**config.mk**
```make
export PLATFORM = sky130hd
export DESIGN_NAME = odometry_heading_tracker
export DESIGN_NICKNAME = d
export VERILOG_FILES = /design/src/design/odh_pkg.sv /design/src/design/odh_cordic.sv /design/src/design/odometry_heading_tracker.sv
export SDC_FILE = /design/constraint.sdc
export NUM_CORES = 1
export LEC_CHECK = 0
export BUFFER_PORTS_ARGS = -buffer_cell sky130_fd_sc_hd__buf_4
export CAP_MARGIN = 15
export CORE_MARGIN = 1.5
export CORE_UTILIZATION = 50
export CTS_BUF_LIST = sky130_fd_sc_hd__clkbuf_16
export DETAILED_ROUTE_END_ITERATION = 7
export GPL_ROUTABILITY_DRIVEN = 1
export PLACE_DENSITY = 0.66
export RECOVER_POWER = 100
export SYNTH_ARGS = -nofsm -noshare
export SYNTH_HDL_FRONTEND = slang
export SYNTH_SLANG_ARGS = --single-unit
export TNS_END_PERCENT = 50
```
**constraint.sdc**
```tcl
create_clock -name aclk -period 11.9 [get_ports aclk]
set_input_delay 1.19 -clock aclk [delete_from_list [all_inputs] [get_ports aclk]]
set_output_delay 1.19 -clock aclk [all_outputs]
set_load 0.02 [all_outputs]
```
**src/design/odh_pkg.sv**
```systemverilog
// Shared types, constants and the arctangent step-angle function for the
// odometry heading tracker. No dependencies.
package odh_pkg;

    // Default sizing of the CORDIC
    localparam int CORDIC_STEPS_DEF    = 16;
    localparam int ANGLE_FRAC_BITS_DEF = 12;

    // Field widths
    localparam int TICK_W  = 16;
    localparam int TPC_W   = 12;
    localparam int WB_W    = 8;
    localparam int HEAD_W  = 9;
    localparam int CFG_W   = 12;
    localparam int INDEX_W = 2;

    // Vector datapath: x0 < 2^40 and |y0| < 2^41, with CORDIC gain headroom
    localparam int PRESCALE_BITS = 20;
    localparam int XY_W          = 44;

    // Register indexes
    localparam logic [INDEX_W-1:0] REG_TICKS_PER_CM = 2'd0;
    localparam logic [INDEX_W-1:0] REG_WHEEL_BASE   = 2'd1;

    // Register reset values
    localparam logic [TPC_W-1:0] TICKS_PER_CM_RST = 12'd152;
    localparam logic [WB_W-1:0]  WHEEL_BASE_RST   = 8'd30;

    // Heading wrap limits in whole degrees
    localparam int HEAD_LIMIT = 180;
    localparam int FULL_TURN  = 360;

    // 180/pi with 24 fractional bits
    localparam logic [63:0] RAD2DEG_Q24 = 64'd961263669;

    // Control from the sequencer to the CORDIC unit
    typedef struct packed {
        logic start;
        logic skip;
    } odh_cordic_ctl_t;

    // 2^e, or zero once the series term has dropped below one LSB
    function automatic logic [63:0] pow2_or_zero(input int e);
        logic [63:0] r;
        r = (e >= 0) ? (64'd1 << e) : 64'd0;
        return r;
    endfunction

    // atan(2^-i) in degrees with frac fractional bits; elaboration use only.
    // Series in radians, each term truncated to 32 fractional bits.
    function automatic logic [63:0] step_angle(input int i, input int frac);
        logic [63:0] rad;
        logic [63:0] deg;
        rad = pow2_or_zero(32 - i)
            - pow2_or_zero(32 - 3 * i) / 3
            + pow2_or_zero(32 - 5 * i) / 5
            - pow2_or_zero(32 - 7 * i) / 7
            + pow2_or_zero(32 - 9 * i) / 9
            - pow2_or_zero(32 - 11 * i) / 11
            + pow2_or_zero(32 - 13 * i) / 13
            - pow2_or_zero(32 - 15 * i) / 15
            + pow2_or_zero(32 - 17 * i) / 17
            - pow2_or_zero(32 - 19 * i) / 19
            + pow2_or_zero(32 - 21 * i) / 21
            - pow2_or_zero(32 - 23 * i) / 23
            + pow2_or_zero(32 - 25 * i) / 25
            - pow2_or_zero(32 - 27 * i) / 27
            + pow2_or_zero(32 - 29 * i) / 29
            - pow2_or_zero(32 - 31 * i) / 31;
        deg = rad * RAD2DEG_Q24 + (64'd1 << (55 - frac));
        if (i == 0) begin
            deg = 64'd45 << frac;
        end else begin
            deg = deg >> (56 - frac);
        end
        return deg;
    endfunction

endpackage

```
**src/design/odh_cordic.sv**
```systemverilog
// Iterative vectoring CORDIC: one shift/add step per cycle on x, y and the
// angle accumulator. Depends on odh_pkg.
module odh_cordic #(
    parameter int CORDIC_STEPS    = odh_pkg::CORDIC_STEPS_DEF,
    parameter int ANGLE_FRAC_BITS = odh_pkg::ANGLE_FRAC_BITS_DEF
) (
    input  logic                                  aclk,
    input  logic                                  aresetn,
    input  odh_pkg::odh_cordic_ctl_t              ctl,
    input  logic signed [odh_pkg::TICK_W-1:0]     left_ticks,
    input  logic signed [odh_pkg::TICK_W-1:0]     right_ticks,
    input  logic        [odh_pkg::TPC_W-1:0]      ticks_per_cm_q4,
    input  logic        [odh_pkg::WB_W-1:0]       wheel_base_cm,
    output logic                                  done,
    output logic signed [ANGLE_FRAC_BITS+7:0]     angle
);

    localparam int ANGLE_W = ANGLE_FRAC_BITS + 8;
    localparam int STEP_W  = $clog2(CORDIC_STEPS);
    localparam int XY_W    = odh_pkg::XY_W;
    localparam int PROD_W  = odh_pkg::TPC_W + odh_pkg::WB_W;

    logic signed [XY_W-1:0]    x_reg, x_next;
    logic signed [XY_W-1:0]    y_reg, y_next;
    logic signed [ANGLE_W-1:0] z_reg, z_next;
    logic [STEP_W-1:0]         step_reg, step_next;
    logic                      run_reg, run_next;
    logic                      done_reg, done_next;

    logic [PROD_W-1:0]         base_prod;
    logic signed [odh_pkg::TICK_W:0] diff;
    logic signed [XY_W-1:0]    x_start, y_start;
    logic signed [XY_W-1:0]    xs, ys;
    logic [ANGLE_W-1:0]        angle_tbl [CORDIC_STEPS];
    logic signed [ANGLE_W-1:0] step_ang;
    logic                      last_step;

    // Step-angle table, constant per step
    for (genvar g = 0; g < CORDIC_STEPS; g++) begin : g_angle
        assign angle_tbl[g] = ANGLE_W'(odh_pkg::step_angle(g, ANGLE_FRAC_BITS));
    end

    // Starting vector: x = tpc*wb*2^20, y = 16*(left-right)*2^20
    assign base_prod = PROD_W'(ticks_per_cm_q4) * PROD_W'(wheel_base_cm);
    assign diff      = (odh_pkg::TICK_W + 1)'(left_ticks)
                     - (odh_pkg::TICK_W + 1)'(right_ticks);
    assign x_start   = $signed(XY_W'(base_prod) << odh_pkg::PRESCALE_BITS);
    assign y_start   = XY_W'(diff) <<< (odh_pkg::PRESCALE_BITS + 4);

    // Shared step unit
    assign xs        = x_reg >>> step_reg;
    assign ys        = y_reg >>> step_reg;
    assign step_ang  = $signed(angle_tbl[step_reg]);
    assign last_step = (step_reg == STEP_W'(CORDIC_STEPS - 1));

    always_comb begin
        x_next    = x_reg;
        y_next    = y_reg;
        z_next    = z_reg;
        step_next = step_reg;
        run_next  = run_reg;
        done_next = 1'b0;
        if (ctl.start) begin
            x_next    = x_start;
            y_next    = y_start;
            z_next    = '0;
            step_next = '0;
            run_next  = !ctl.skip;
            done_next = ctl.skip;
        end else if (run_reg) begin
            // rotate toward the x axis
            if (!y_reg[XY_W-1]) begin
                x_next = x_reg + ys;
                y_next = y_reg - xs;
                z_next = z_reg + step_ang;
            end else begin
                x_next = x_reg - ys;
                y_next = y_reg + xs;
                z_next = z_reg - step_ang;
            end
            step_next = step_reg + STEP_W'(1);
            if (last_step) begin
                run_next  = 1'b0;
                done_next = 1'b1;
            end
        end
    end

    always_ff @(posedge aclk) begin
        if (!aresetn) begin
            run_reg  <= 1'b0;
            done_reg <= 1'b0;
        end else begin
            run_reg  <= run_next;
            done_reg <= done_next;
        end
        x_reg    <= x_next;
        y_reg    <= y_next;
        z_reg    <= z_next;
        step_reg <= step_next;
    end

    assign done  = done_reg;
    assign angle = z_reg;

endmodule

```
**src/design/odometry_heading_tracker.sv**
```systemverilog
// Differential-drive heading tracker: configuration registers, item sequencer,
// heading accumulator and wrap. Depends on odh_pkg and odh_cordic.
//
// Usage:
//   Input channel s_*: one item carries the left and right encoder tick counts
//   of one interval. Result channel m_*: one item per input item, the updated
//   heading in whole degrees, -180..180.
//   Configuration: cfg_wr_en writes cfg_wdata into register cfg_index
//   (0 = ticks per cm, Q4; 1 = wheel base in cm); other indexes are ignored.
//   Flow: an accepted item starts the CORDIC, which is bypassed when both
//   counts are equal; its result is committed from ST_FIN. The shared CORDIC
//   step unit does one iteration per cycle; s_ready is high only while the
//   unit is idle and stays low until the result is committed, so a new item
//   is not taken until the previous one has been committed.
//   The heading register doubles as the result register: a new item may be
//   accepted while a result waits, but its heading is committed only once the
//   receiver has taken the previous one, so a stall on m_ready holds the block.
//   Reset: heading clears to 0, registers return to 152 and 30, no result
//   is pending.
module odometry_heading_tracker #(
    parameter int CORDIC_STEPS    = odh_pkg::CORDIC_STEPS_DEF,
    parameter int ANGLE_FRAC_BITS = odh_pkg::ANGLE_FRAC_BITS_DEF
) (
    input  logic                                aclk,
    input  logic                                aresetn,
    input  logic                                cfg_wr_en,
    input  logic [odh_pkg::INDEX_W-1:0]         cfg_index,
    input  logic [odh_pkg::CFG_W-1:0]           cfg_wdata,
    input  logic                                s_valid,
    output logic                                s_ready,
    input  logic signed [odh_pkg::TICK_W-1:0]   s_left_ticks,
    input  logic signed [odh_pkg::TICK_W-1:0]   s_right_ticks,
    output logic                                m_valid,
    input  logic                                m_ready,
    output logic signed [odh_pkg::HEAD_W-1:0]   m_heading_deg
);

    localparam int ANGLE_W = ANGLE_FRAC_BITS + 8;
    localparam int SUM_W   = ANGLE_FRAC_BITS + 10;
    localparam int HQ_W    = odh_pkg::HEAD_W + 1;

    typedef enum logic [2:0] {
        ST_IDLE = 3'b001,
        ST_RUN  = 3'b010,
        ST_FIN  = 3'b100
    } state_t;

    state_t                            state_reg, state_next;
    logic [odh_pkg::TPC_W-1:0]         tpc_reg, tpc_next;
    logic [odh_pkg::WB_W-1:0]          wb_reg, wb_next;
    logic signed [odh_pkg::HEAD_W-1:0] heading_reg, heading_next;
    logic                              m_valid_reg, m_valid_next;

    odh_pkg::odh_cordic_ctl_t          cordic_ctl;
    logic                              cordic_done;
    logic signed [ANGLE_W-1:0]         cordic_angle;

    logic                              in_accept;
    logic                              commit;
    logic signed [SUM_W-1:0]           sum;
    logic signed [SUM_W-1:0]           sum_biased;
    logic signed [HQ_W-1:0]            head_trunc;
    logic signed [HQ_W-1:0]            head_wrap;

    assign s_ready   = (state_reg == ST_IDLE);
    assign in_accept = s_valid && s_ready;

    assign cordic_ctl.start = in_accept;
    assign cordic_ctl.skip  = (s_left_ticks == s_right_ticks);

    odh_cordic #(
        .CORDIC_STEPS    (CORDIC_STEPS),
        .ANGLE_FRAC_BITS (ANGLE_FRAC_BITS)
    ) u_cordic (
        .aclk            (aclk),
        .aresetn         (aresetn),
        .ctl             (cordic_ctl),
        .left_ticks      (s_left_ticks),
        .right_ticks     (s_right_ticks),
        .ticks_per_cm_q4 (tpc_reg),
        .wheel_base_cm   (wb_reg),
        .done            (cordic_done),
        .angle           (cordic_angle)
    );

    // Configuration writes
    always_comb begin
        tpc_next = tpc_reg;
        wb_next  = wb_reg;
        if (cfg_wr_en) begin
            unique case (cfg_index)
                odh_pkg::REG_TICKS_PER_CM: tpc_next = cfg_wdata[odh_pkg::TPC_W-1:0];
                odh_pkg::REG_WHEEL_BASE:   wb_next  = cfg_wdata[odh_pkg::WB_W-1:0];
                default: ;
            endcase
        end
    end

    // New heading: truncate toward zero, then wrap into -180..180
    assign sum        = (SUM_W'(heading_reg) <<< ANGLE_FRAC_BITS) + SUM_W'(cordic_angle);
    assign sum_biased = sum + (sum[SUM_W-1] ? SUM_W'((1 << ANGLE_FRAC_BITS) - 1) : SUM_W'(0));
    assign head_trunc = HQ_W'(sum_biased >>> ANGLE_FRAC_BITS);

    always_comb begin
        if (head_trunc > HQ_W'(odh_pkg::HEAD_LIMIT)) begin
            head_wrap = head_trunc - HQ_W'(odh_pkg::FULL_TURN);
        end else if (head_trunc < -HQ_W'(odh_pkg::HEAD_LIMIT)) begin
            head_wrap = head_trunc + HQ_W'(odh_pkg::FULL_TURN);
        end else begin
            head_wrap = head_trunc;
        end
    end

    // Result slot is free when empty or being drained this cycle
    assign commit = (state_reg == ST_FIN) && (!m_valid_reg || m_ready);

    // Sequencer
    always_comb begin
        state_next = state_reg;
        unique case (state_reg)
            ST_IDLE: if (in_accept) state_next = ST_RUN;
            ST_RUN:  if (cordic_done) state_next = ST_FIN;
            ST_FIN:  if (commit) state_next = ST_IDLE;
            default: state_next = ST_IDLE;
        endcase
    end

    // Heading and result valid
    always_comb begin
        heading_next = heading_reg;
        m_valid_next = m_valid_reg;
        if (commit) begin
            heading_next = head_wrap[odh_pkg::HEAD_W-1:0];
            m_valid_next = 1'b1;
        end else if (m_ready) begin
            m_valid_next = 1'b0;
        end
    end

    always_ff @(posedge aclk) begin
        if (!aresetn) begin
            state_reg   <= ST_IDLE;
            tpc_reg     <= odh_pkg::TICKS_PER_CM_RST;
            wb_reg      <= odh_pkg::WHEEL_BASE_RST;
            heading_reg <= '0;
            m_valid_reg <= 1'b0;
        end else begin
            state_reg   <= state_next;
            tpc_reg     <= tpc_next;
            wb_reg      <= wb_next;
            heading_reg <= heading_next;
            m_valid_reg <= m_valid_next;
        end
    end

    assign m_valid       = m_valid_reg;
    assign m_heading_deg = heading_reg;

endmodule
```
=== Word-level counts from Yosys, hierarchy flattened ===
Memory sizes are Yosys's and may differ from the RTL's.
Cells that the tools add are included.

* $add $sub $neg: 12
* Multipliers: 1
* $lt $le $gt $ge: 3
* Equal/unequal tests: 9
* Shift-type cells: 2
* Mux-type cells: 24
* Bitwise operators: 1
* Reductions and logical operators: 11

{| class="wikitable"
|+ Operators by type and width
! operator !! count
|-
| $mux W44 || 4
|-
| $add A44 B44 Y44 || 2
|-
| $sshr A44 B4 Y44 || 2
|-
| $sub A44 B44 Y44 || 2
|-
| $mux W40 || 2
|-
| $mux W20 || 3
|-
| $add A21 B20 Y22 || 1
|-
| $add A22 B13 Y22 || 1
|-
| $add A20 B20 Y20 || 1
|-
| $mul A12 B8 Y20 || 1
|-
| $sub A20 B20 Y20 || 1
|-
| $mux W9 || 2
|-
| $sub A16 B16 Y17 || 1
|-
| $eq A16 B16 Y1 || 1
|-
| $mux W12 || 1
|-
| $gt A10 B9 Y1 const B || 1
|-
| $lt A10 B9 Y1 const B || 1
|-
| $add A9 B9 Y9 const B || 1
|-
| $mux W3 || 3
|-
| $pmux W3 S3 || 1
|-
| $sub A9 B9 Y9 const B || 1
|-
| $mux W1 || 8
|-
| $ge A5 B5 Y1 const B || 1
|-
| $not A4 Y5 || 1
|-
| 15 further kinds || 20
|}

* Register bits after elaboration: 147
* Memory bits (read-only): 320
* Input bits: 51
* Output and inout port bits: 11
* Word-level logic and storage cells: 77
* Memories: 1

{| class="wikitable"
|+ Memories
! memory !! depth !! bits a word !! read ports !! clocked after Yosys merged registers in !! write ports !! RTL line !! text
|-
| (no name shown) || 16 || 20 || 1 || 0 || 0 || odh_cordic.sv:53 || <nowiki>assign step_ang = $signed(angle_tbl[step_reg]);</nowiki>
|}

=== Longest topological paths before layout ===
Gate-level depths: netlist (run 1).

* Depth in word-level cells: 6
* Gate-level depth with buffers: 28
* Gate-level depth less buffers: 24

=== By module ===
Synthesis (run 1) repeated with hierarchy kept, for this count alone.

* Cell total of the unflattened synthesis: 2838
* Area total of the unflattened synthesis: 23466.3 µm²

{| class="wikitable"
|+ By module, submodules not included
! module !! instances !! cells each !! area an instance (µm²)
|-
| odh_cordic || 1 || 2478 || 20583.5
|-
| odometry_heading_tracker || 1 || 360 || 2882.8
|}

=== Least setup slack after synthesis (run 1) ===
No wires, ideal clock.

* Kind: reg2reg
* Start point: register u_cordic.step_reg[2]
* End point: register u_cordic.y_reg[40] (data pin)
* Library setup time: 0.158 ns
* Arrival time: 5.860 ns
* Required time: 11.742 ns
* Slack: 5.882 ns
* Cell stages (with the launch flop): 26
* Buffers on the path: 7
* Clock period less this slack: 6.018 ns
* Cells stage by stage: dfxtp_1 buf_2 inv_2 buf_2 buf_2 buf_2 buf_1 buf_1 buf_1 nand2_1 nand2_1 mux2i_1 a31oi_1 xor2_1 ha_1 a21o_1 a21oi_1 nor3b_1 o2bb2ai_1 a21oi_1 or4b_2 a311oi_1 o21ba_2 o21ai_0 a2111o_1 o211ai_1

* Cells in the longest elaborated chain, start to end: 5

{| class="wikitable"
|+ RTL lines
! what !! RTL line !! text
|-
| start: declaration || odh_cordic.sv:26 || <nowiki>logic [STEP_W-1:0] step_reg, step_next;</nowiki>
|-
| start signal: assignment || odh_cordic.sv:100 || <nowiki>step_reg <= step_next;</nowiki>
|-
| $sshr A44 B4 Y44 (*) || odh_cordic.sv:51 || <nowiki>assign xs = x_reg >>> step_reg;</nowiki>
|-
| $sub A44 B44 Y44 or $add A44 B44 Y44 (tied branches) || odh_cordic.sv:74, odh_cordic.sv:78 ||
|-
| $mux W44 (*) || odh_cordic.sv:72 || <nowiki>if (!y_reg[XY_W-1]) begin</nowiki>
|-
| $mux W44 (*) || odh_cordic.sv:70 || <nowiki>end else if (run_reg) begin</nowiki>
|-
| $mux W44 (*) || odh_cordic.sv:63 || <nowiki>if (ctl.start) begin</nowiki>
|-
| named net u_cordic.y_next[40] || odh_cordic.sv:24 || <nowiki>logic signed [XY_W-1:0] y_reg, y_next;</nowiki>
|-
| end signal: assignment || odh_cordic.sv:98 || <nowiki>y_reg <= y_next;</nowiki>
|-
| end: declaration || odh_cordic.sv:24 ||
|}

Mark *: on every way through the listed nets, which the timed path passes. The rest lies on a longest branch. The select of a mux whose other input is x is not followed.
A chain may end at the register's enable or synchronous reset.

=== Worst setup path after layout (run 1) ===
* Start point: register u_cordic.step_reg[2]
* End point: register u_cordic.x_reg[38] (data pin)

* Cells in the longest elaborated chain, start to end: 5

{| class="wikitable"
|+ RTL lines
! what !! RTL line !! text
|-
| $sshr A44 B4 Y44 (*) || odh_cordic.sv:52 || <nowiki>assign ys = y_reg >>> step_reg;</nowiki>
|-
| $add A44 B44 Y44 or $sub A44 B44 Y44 (tied branches) || odh_cordic.sv:73, odh_cordic.sv:77 ||
|-
| $mux W44 (*) || odh_cordic.sv:72 ||
|-
| $mux W40 (*) || odh_cordic.sv:70 ||
|-
| $mux W40 (*) || odh_cordic.sv:63 ||
|-
| named net u_cordic.x_next[38] || odh_cordic.sv:23 || <nowiki>logic signed [XY_W-1:0] x_reg, x_next;</nowiki>
|-
| end signal: assignment || odh_cordic.sv:97 || <nowiki>x_reg <= x_next;</nowiki>
|-
| end: declaration || odh_cordic.sv:23 ||
|}

Marked as above.

==> flow_summary_export.csv, run 1 <==
group,metric,value,unit
sta,max_freq,114,MHz
worst_hold_path,holdPathStages,2,
drt,first_iter_violations,1789,
drt,avgRoutedWirePerCell,19.1,microns
sta,maxSlewViolCount,227,
worst_setup_path,regToRegStartpoint,"u_cordic.step_reg[2]$_SDFFE_PP0P_",
worst_hold_path,min_to,"u_cordic.angle[19]$_SDFFE_PP0P_",
clock_network,clkLatencyLatePin,0.50,ns
synth,synth_warnings,0,
floorplan,die_x,212,microns
sta,max-slew-margin-rel,-138,%
drt,drc_errors,0,
clock_network,cts_tree,"built",
synth,syn_inst,2541,
sta,rsz0062_at_grt,"false",
sta,finalSetupViolations,0,
clock_network,cts_buffers,17,
global_route,antenna_found_initial,1,
clock_network,ctsResizeCount,0,
synth,ys_seq_elements,147,
worst_hold_path,hp-start,"u_cordic.angle[19]$_SDFFE_PP0P_",
place,dp_hpwl,45.3,mm
global_route,gr-total-overflow,0,
synth,synthArstFlopShare,0,%
synth,syn_area,21900,sq um
outcome,violations,"max-capacitance violations, max-slew violations",
job,drv_cap,4,
floorplan,initial_core_util,50.8,%
pwr,p_per_area,296,nW/um^2
pwr,p_leak,10.1,nW
clock_network,cts_hold_buf,0,
worst_setup_path,worstPathArrival,9.14,ns
worst_setup_path,slowest_delay,2.07,ns
worst_setup_path,cpLargestDelayFamily,"buffers and inverters",
clock_network,h-tree-depth,4,
global_route,grt_max_degree,77,
layout,nets,2817,
drt,via_count,19400,
layout,layout-area-overhead-vs-synth,5.80,%
drt,ant_nets,0,
drt,dr.pass1.iters,5,
clock_network,clock_tree.root_cell,"clkbuf_16",
place,numPortBuffers,61,
worst_setup_path,crit_type,"flop to flop",
clock_network,cts_sinks,147,
synth,synth_top_area_share,12.5,%
worst_hold_path,hold_path.class,"flop to flop",
sta,fin_crit_sh,73.9,%
drt,wl,59.2,mm
sta,period_minus_slack,8.79,ns
worst_setup_path,r2r_slack,3.11,ns
worst_setup_path,slowest_stage,"clkbuf_1",
floorplan,rows,76,
layout,drive_above_1_share,11.3,%
synth,synth_area_per_cell,8.63,sq um
worst_setup_path,endpoint_kind,"flop",
clock_network,path_clk_slew,0.07,ns
sta,finalHoldViolCount,0,
worst_setup_path,cp.required,12.25,ns
sta,finClkSkew,0.0131,ns
floorplan,io_pins,62,
worst_setup_path,cp-start-kind,"flop",
floorplan,die_area,45100,sq um
worst_setup_path,rr_worst_depth,23,
outcome,outcome,"complete, but fails checks",
floorplan,core_area,43200,sq um
drt,drt-vias-per-instance,6.24,
synth,synth.largest_area_cell,"mux4_2",
clock_network,cts_max_path_buffers,2,
synth,ys_types,92,
layout,diodes,0,
global_route,grt_pass1_wl,96.4,mm
synth,synth_nets,2849,
worst_setup_path,path_max_fanout,47,
synth,ys_seq_area_share,15.2,%
floorplan,die_y,212,microns
worst_setup_path,path_buf_inv,3,
synth,synth_flop_cell,"dfxtp_1",
global_route,grt_usage,26.8,%
pwr,fin_total_pwr,6.86,mW
sta,worstMarginPinSlew,3.57,ns
pwr,vdd.ir_drop.worst,0.000159,V
synth,synth-edff-count,40,
synth,synthTopCellsByArea,"mux4_2 13%, ha_1 11%, dfxtp_1 9.8%",
sta,tns,0,ns
worst_setup_path,worstReg2RegEnd,"u_cordic.x_reg[38]$_DFFE_PP_",
worst_setup_path,crit_path_cell_trace,"inv_4 -> clkbuf_1 -> mux4_2 -> inv_1 -> ha_1 -> nor3b_1 -> nand3_1 -> or2_2 -> nor2_1 -> a21oi_1 -> xnor2_1 -> ha_1 -> nand2_1 -> o21ai_0 -> a221oi_1 -> o22ai_1 -> o211a_1 -> o21ai_0 -> a31oi_1 -> a221oi_1 -> o21ba_2 -> mux2_2 -> mux2i_1",
global_route,grt_pass1_vias,18300,
place,routabilityCongestion,0.892,
clock_network,post_cts_buffers,0,
-- tightest hold or removal path: cells and delay by family, from the launching register on --
family | cells | cell delay (ns)
simple gates | 1 | 0.06
flops | 1 | 0.34
mux | 1 | 0.05
-- cells in the final DEF (no fill, tap or decap), types with 31 or more instances in the layout --
cell type,n
nand2_1,241
nor2_1,216
ha_1,192
a21oi_1,188
xnor2_1,150
inv_1,146
mux4_2,122
o21ai_0,107
dfxtp_1,104
mux2i_1,102
xor2_1,82
a21o_1,68
fa_1,65
buf_4,59
and2_1,53
nor3_1,44
nand3_1,42
edfxtp_1,40
a31oi_1,37
o22ai_1,33
mux2_2,31
-- routing by layer --
metal / up-vias / part of all wire [%] / GRT usage (%)
li1: 9212 / - / -
met1: 9437 / 47 / 37.4
met2: 646 / 45 / 42.7
met3: 89 / 5.9 / 4.02
met4: 2 / 2.1 / 8.22
met5: - / 0.022 / 0
-- area by class of cell --
class / count / area [sq um]
clock inverters: 14 / 138
inverters: 149 / 562
repair buffers: 79 / 526
fillers: 4101 / 20000
well taps: 585 / 732
clock buffers: 18 / 450
multi-input cells: 2115 / 17400
flip-flops and latches: 147 / 3350
-- Yosys cell counts, types with 21 or more instances --
library cell	number
xnor2_1	150
a21o_1	68
mux4_2	122
a21oi_1	188
buf_1	31
edfxtp_1	40
nand2b_1	21
nor3_1	44
fa_1	65
nor2_1	216
ha_1	192
nand3_1	42
and2_1	58
mux2_2	32
o21ai_0	106
inv_1	147
nand2_1	242
a31oi_1	37
o22ai_1	33
mux2i_1	102
a211oi_1	28
dfxtp_1	107
xor2_1	82
clkbuf_1	74
-- through the flow --
step                      cell area, sq um  instances  hold slack (ns)  util, %  setup WS (ns)
after global placement               22700       3075            0.484     52.6           4.40
after detailed placement             22700       3075            0.492     52.6           4.26
final                                23200       3107            0.506     53.7           3.11
after floorplan                      21900       2541            0.457        -           5.88
after global routing                 23200       3107            0.535     53.7           2.20
after CTS                            23300       3107            0.510     53.9           4.21
-- how the worst max path moves through the flow --
| stage | startpoint | endpoint | depth (start not counted) |
|---|---|---|---|
| after floorplan | u_cordic.step_reg[2]$_SDFFE_PP0P_ | u_cordic.y_reg[40]$_DFFE_PP_ | 25 |
| after global placement | u_cordic.step_reg[0]$_SDFFE_PP0P_ | u_cordic.y_reg[40]$_DFFE_PP_ | 20 |
| after detailed placement | u_cordic.step_reg[0]$_SDFFE_PP0P_ | u_cordic.y_reg[40]$_DFFE_PP_ | 20 |
| after CTS | u_cordic.step_reg[0]$_SDFFE_PP0P_ | u_cordic.y_reg[40]$_DFFE_PP_ | 20 |
| after global routing | u_cordic.step_reg[2]$_SDFFE_PP0P_ | u_cordic.x_reg[38]$_DFFE_PP_ | 23 |
| final | u_cordic.step_reg[2]$_SDFFE_PP0P_ | u_cordic.x_reg[38]$_DFFE_PP_ | 23 |
-- power breakdown --
group / switching, mW / total (mW) / internal, mW
clock: 0.266 / 0.572 / 0.306
sequential: 0.248 / 0.927 / 0.679
combinational: 2.97 / 5.36 / 2.39
total: 3.48 / 6.86 / 3.38
-- cell families after synthesis --
kind of cell / count (synthesis) / share of synthesized area (%)
XOR/XNOR: 232 / 9.27
multiplexers: 256 / 18.8
flip-flops: 147 / 15.2
adder cells (fa/ha/maj): 257 / 16.9
AND/OR/NAND/NOR: 768 / 17.1
AO/OA/AOI/OAI: 602 / 17.4
buffers and inverters: 279 / 5.24
Note: power is estimated with default switching activity, not from simulation.
==> inputs of run 2 (changes only) <==
--- a/config.mk
+++ b/config.mk
@@ -12,7 +12,7 @@
 export CTS_BUF_LIST = sky130_fd_sc_hd__clkbuf_16
 export DETAILED_ROUTE_END_ITERATION = 7
 export GPL_ROUTABILITY_DRIVEN = 1
-export PLACE_DENSITY = 0.66
+export PLACE_DENSITY = 0.69
 export RECOVER_POWER = 100
 export SYNTH_ARGS = -nofsm -noshare
 export SYNTH_HDL_FRONTEND = slang
==> constraint.sdc (replaced) <==
create_clock -name aclk -period 7.9 [get_ports aclk]
set_input_delay 0.79 -clock aclk [delete_from_list [all_inputs] [get_ports aclk]]
set_output_delay 0.79 -clock aclk [all_outputs]
set_load 0.02 [all_outputs]
==> flow_summary_export.csv, run 2 (synthesis results as in run 1) <==
group,metric,value,unit
drt,drc_errors,0,
layout,layout-area-overhead-vs-synth,6.07,%
floorplan,die_x,212,microns
global_route,grt_max_degree,68,
floorplan,die_y,212,microns
drt,via_count,19400,
clock_network,path_clk_slew,0.07,ns
global_route,gr-total-overflow,0,
pwr,vdd.ir_drop.worst,0.000234,V
clock_network,cts_max_path_buffers,2,
outcome,outcome,"complete, but fails checks",
layout,final_common_cell,"nand2_1",
place,routabilityCongestion,0.930,
worst_setup_path,rr_worst_depth,20,
global_route,antenna_found_initial,0,
clock_network,clock_tree.root_cell,"clkbuf_16",
worst_setup_path,path_max_fanout,57,
global_route,grt_usage,26.9,%
worst_setup_path,regToRegStartpoint,"u_cordic.step_reg[1]$_SDFFE_PP0P_",
pwr,p_per_area,442,nW/um^2
clock_network,h-tree-depth,4,
worst_hold_path,hold_path.class,"input pin to flop",
drt,dr.pass1.iters,6,
clock_network,cts_hold_buf,0,
sta,holdWs,0.503,ns
sta,max_freq,140,MHz
clock_network,clkLatencyLatePin,0.52,ns
floorplan,die_area,45100,sq um
drt,first_iter_violations,1786,
global_route,grt_pass1_wl,96.4,mm
clock_network,ctsResizeCount,0,
layout,diodes,0,
worst_setup_path,endpoint_kind,"flop",
sta,finClkSkew,0.0138,ns
worst_hold_path,holdPathStages,3,
floorplan,initial_core_util,50.8,%
drt,ant_nets,0,
pwr,p_leak,10.1,nW
worst_setup_path,cp.required,8.35,ns
sta,finalSetupViolations,0,
floorplan,rows,76,
drt,drt-vias-per-instance,6.23,
outcome,violations,"max-capacitance violations, max-slew violations",
worst_setup_path,worstReg2RegEnd,"u_cordic.x_reg[43]$_SDFFE_PP0P_",
place,numPortBuffers,61,
layout,layout_common_cells,"242 x nand2_1, 216 x nor2_1, 192 x ha_1",
floorplan,core_area,43200,sq um
worst_setup_path,cp-start-kind,"flop",
drt,avgRoutedWirePerCell,18.8,microns
drt,wl,58.7,mm
clock_network,cts_sinks,147,
worst_setup_path,crit_type,"flop to flop",
clock_network,cts_tree,"built",
floorplan,io_pins,62,
sta,worstMarginPinSlew,2.96,ns
layout,nets,2824,
sta,finalHoldViolCount,0,
global_route,grt_pass1_vias,18300,
sta,max-slew-margin-rel,-97.2,%
place,dp_hpwl,45.1,mm
clock_network,post_cts_buffers,0,
worst_hold_path,min_to,"wb_reg[3]$_SDFFE_PN1P_",
layout,drive_above_1_share,11.7,%
worst_setup_path,r2r_slack,0.76,ns
sta,maxSlewViolCount,119,
worst_hold_path,hp-start,"cfg_wdata[3]",
job,drv_cap,3,
clock_network,cts_buffers,17,
worst_setup_path,worstPathArrival,7.59,ns
sta,period_minus_slack,7.14,ns
sta,fin_crit_sh,90.4,%
sta,rsz0062_at_grt,"false",
sta,tns,0,ns
run 2: cell types whose count changed in the layout (fill, tap and decap cells not counted), moves of 2 or more:
cell	previous run	this run
clkinv_8	0	2
dfxtp_2	0	2
buf_4	59	69
clkbuf_4	2	0
inv_6	8	6
run 2: routing by layer:
metal / wire length [microns] / track usage, %
met2: 26900 / 42.8
met5: 0 / 0
met3: 3590 / 4.46
met4: 1480 / 9.15
met1: 26700 / 36.9
run 2: area by class of cell:
cell class                      count  area [sq um]
Fill cell                        4025         19900
Multi-Input combinational cell   2115         17400
Sequential cell                   147          3350
Tap cell                          585           732
Timing Repair Buffer               86           582
Inverter                          149           562
Clock buffer                       18           450
Clock inverter                     14           138
run 2: stage by stage:
stage               setup WS, ns  cells  area, sq um  utilization (%)  power, mW
global route               0.303   3114        23300             53.9       11.2
global placement            1.13   3082        22700             52.7       9.15
CTS                        0.936   3114        23300             54.0       10.2
detailed placement         0.990   3082        22700             52.7       9.29
finish                     0.761   3114        23300             53.9       10.3
floorplan                   1.88   2541        21900                -       7.74
run 2: how the worst max path moves through the flow:
stage / start / endpoint / slack (ns) / cells past startpoint
global route: u_cordic.step_reg[0]$_SDFFE_PP0P_ / u_cordic.x_reg[43]$_SDFFE_PP0P_ / 0.30 / 21
floorplan: u_cordic.step_reg[2]$_SDFFE_PP0P_ / u_cordic.y_reg[40]$_DFFE_PP_ / 1.88 / 25
CTS: u_cordic.step_reg[0]$_SDFFE_PP0P_ / u_cordic.y_reg[40]$_DFFE_PP_ / 0.94 / 20
global placement: u_cordic.step_reg[0]$_SDFFE_PP0P_ / u_cordic.y_reg[40]$_DFFE_PP_ / 1.13 / 20
finish: u_cordic.step_reg[1]$_SDFFE_PP0P_ / u_cordic.x_reg[43]$_SDFFE_PP0P_ / 0.76 / 20
detailed placement: u_cordic.step_reg[0]$_SDFFE_PP0P_ / u_cordic.y_reg[40]$_DFFE_PP_ / 0.99 / 20
run 2: worst max-delay path, stage by stage (launching register included):
cell and delay [ns]:
dfxtp_4 0.81, buf_4 0.38, mux4_2 0.40, mux4_2 0.52, or3_1 0.46, nand4b_2 0.30
or2_0 0.38, nor4_1 0.60, nor2_1 0.11, xor2_1 0.17, ha_1 0.35, a211oi_1 0.21
nand2_1 0.15, a2111oi_0 0.85, o31a_1 0.25, nand2_1 0.14, a31o_2 0.30, a31oi_1 0.20
xnor2_1 0.11, a211o_1 0.29, nand2_1 0.05
run 2: where the power goes:
part | leakage (nW) | internal, mW | switching [mW]
combinational | 8.54 | 3.62 | 4.40
sequential | 1.29 | 1.02 | 0.402
clock | 0.284 | 0.434 | 0.406
total | 10.1 | 5.07 | 5.21
==> inputs of run 3 (changes only) <==
--- a/config.mk
+++ b/config.mk
@@ -12,7 +12,7 @@
 export CTS_BUF_LIST = sky130_fd_sc_hd__clkbuf_16
 export DETAILED_ROUTE_END_ITERATION = 7
 export GPL_ROUTABILITY_DRIVEN = 1
-export PLACE_DENSITY = 0.69
+export PLACE_DENSITY = 0.66
 export RECOVER_POWER = 100
 export SYNTH_ARGS = -nofsm -noshare
 export SYNTH_HDL_FRONTEND = slang
==> constraint.sdc (replaced) <==
create_clock -name aclk -period 6.7 [get_ports aclk]
set_input_delay 0.67 -clock aclk [delete_from_list [all_inputs] [get_ports aclk]]
set_output_delay 0.67 -clock aclk [all_outputs]
set_load 0.02 [all_outputs]
==> flow_summary_export.csv, run 3 (synthesis results as in run 1) <==
group,metric,value,unit
sta,max_freq,156,MHz
sta,finalSetupViolations,0,
global_route,grt_max_degree,58,
pwr,p_leak,10.3,nW
drt,avgRoutedWirePerCell,19.5,microns
drt,drc_errors,0,
drt,dr.pass1.iters,5,
drt,via_count,19500,
worst_setup_path,cp-start-kind,"flop",
drt,drt-vias-per-instance,6.20,
global_route,grt_usage,27.8,%
floorplan,initial_core_util,50.8,%
sta,period_minus_slack,6.41,ns
drt,wl,61.4,mm
outcome,violations,"max-capacitance violations, max-slew violations",
floorplan,die_area,45100,sq um
global_route,grt_pass1_wl,99.2,mm
layout,diodes,0,
worst_setup_path,rr_worst_depth,21,
worst_setup_path,crit_start,"u_cordic.step_reg[0]$_SDFFE_PP0P_",
pwr,fin_total_pwr,12.4,mW
floorplan,rows,76,
sta,worstMarginPinSlew,2.86,ns
clock_network,path_clk_slew,0.07,ns
place,dp.cells,3106,
clock_network,cts_sinks,147,
layout,nets,2855,
drt,first_iter_violations,1613,
global_route,gr-total-overflow,0,
sta,maxSlewViolCount,128,
clock_network,h-tree-depth,4,
pwr,vdd.ir_drop.worst,0.000301,V
worst_setup_path,crit_type,"flop to flop",
worst_setup_path,r2r_slack,0.29,ns
clock_network,cts_max_path_buffers,2,
clock_network,clock_tree.root_cell,"clkbuf_16",
layout,drive_above_1_share,13.0,%
worst_setup_path,worstReg2RegEnd,"u_cordic.y_reg[40]$_DFFE_PP_",
layout,layout-area-overhead-vs-synth,7.54,%
sta,finClkSkew,0.0206,ns
layout,layout_common_cells,"241 x nand2_1, 215 x nor2_1, 192 x ha_1",
floorplan,die_x,212,microns
global_route,grt_pass1_vias,18500,
sta,finalHoldViolCount,0,
worst_setup_path,regToRegStartpoint,"u_cordic.step_reg[0]$_SDFFE_PP0P_",
sta,fin_crit_sh,95.7,%
place,dp_hpwl,47.2,mm
floorplan,io_pins,62,
worst_setup_path,endpoint,"u_cordic.y_reg[40]$_DFFE_PP_",
layout,final_common_cell,"nand2_1",
clock_network,cts_buffers,17,
worst_setup_path,endpoint_kind,"flop",
worst_setup_path,worstPathArrival,6.75,ns
layout,fillCellCount,4046,
clock_network,cts_tree,"built",
global_route,antenna_found_initial,0,
floorplan,die_y,212,microns
floorplan,core_area,43200,sq um
place,numPortBuffers,61,
clock_network,cts_hold_buf,0,
drt,ant_nets,0,
sta,max-slew-margin-rel,-90.9,%
clock_network,clkLatencyLatePin,0.51,ns
worst_setup_path,path_max_fanout,13,
worst_hold_path,hold_path.class,"input pin to flop",
pwr,p_per_area,525,nW/um^2
place,routabilityCongestion,0.951,
job,drv_cap,3,
layout,finalNonFillerCells,3145,
outcome,outcome,"complete, but fails checks",
worst_setup_path,cp.required,7.04,ns
[run 3: cell types whose count changed in the layout (fill, tap and decap cells not counted), sizes merged]
cell	delta
clkbuf	-1
clkinvlp	+2
buf	+31
clkinv	+2
inv	-3
[run 3: how the worst min path moves through the flow]
stage,to,depth (start not counted),start,slack [ns]
6_report,tpc_reg[7]$_SDFFE_PN1P_,3,cfg_wdata[7],0.38
3_3_place_gp,u_cordic.angle[19]$_SDFFE_PP0P_,2,u_cordic.angle[19]$_SDFFE_PP0P_,0.48
2_1_floorplan,u_cordic.angle[14]$_SDFFE_PP0P_,2,u_cordic.angle[14]$_SDFFE_PP0P_,0.46
5_1_grt,tpc_reg[7]$_SDFFE_PN1P_,3,cfg_wdata[7],0.38
3_5_place_dp,u_cordic.angle[15]$_SDFFE_PP0P_,2,u_cordic.angle[15]$_SDFFE_PP0P_,0.50
4_1_cts,wb_reg[2]$_SDFFE_PN1P_,3,cfg_wdata[2],0.35
[run 3: timing repair]
item	in CTS	in global routing
cloned	0	1
resized for setup	0	9
setup endpoints to repair	1	14
setup buffers	1	5
[run 3: where the power goes]
| part | internal (mW) | total [mW] | switching [mW] |
|---|---|---|---|
| registers | 1.21 | 1.65 | 0.443 |
| clock network | 0.472 | 0.928 | 0.455 |
| logic | 4.44 | 9.79 | 5.36 |
[run 3: layer usage]
metal  vias up  global-route usage (%)  wire, microns
met1      9506                    38.0          27900
met5         -                       0              0
met2       602                    44.7          28300
met3        97                    4.99           3580
met4         0                    8.49           1530
li1       9292                       -              -
[run 3: stage by stage]
stage	util, %	setup slack [ns]	cell area, sq um	hold slack [ns]	setup TNS (ns)
global route	54.6	-0.0288	23600	0.384	-0.0288
global placement	53.2	0.122	22900	0.484	0
finish	54.6	0.285	23600	0.384	0
CTS	54.4	0.141	23500	0.352	0
floorplan	-	0.682	21900	0.457	0
detailed placement	53.2	0.0417	22900	0.499	0
[run 3: cell type report]
| class | count | area (sq um) | area share [%] |
|---|---|---|---|
| clock buffers | 17 | 425 | 1.80 |
| clock inverters | 15 | 109 | 0.462 |
| inverters | 149 | 562 | 2.38 |
| multi-input cells | 2115 | 17500 | 74.1 |
| flip-flops and latches | 147 | 3360 | 14.2 |
| well taps | 585 | 732 | 3.10 |
| repair buffers | 117 | 916 | 3.88 |
[run 3: critical path, stage by stage, from the launching register on]
cell and delay [ns]:
dfxtp_4 0.47, buf_8 0.22, mux4_2 0.61, mux4_2 0.53, nor4_1 0.36, and4_1 0.29
nor2b_1 0.21, a31oi_1 0.12, xor2_1 0.17, ha_1 0.35, a21o_1 0.18, a21oi_1 0.20
nor3b_1 0.22, o2bb2ai_1 0.16, a21oi_1 0.09, or4b_2 0.72, a311oi_2 0.30, buf_4 0.16
o21ba_2 0.14, o21ai_0 0.20, a2111o_1 0.46, o211ai_1 0.09
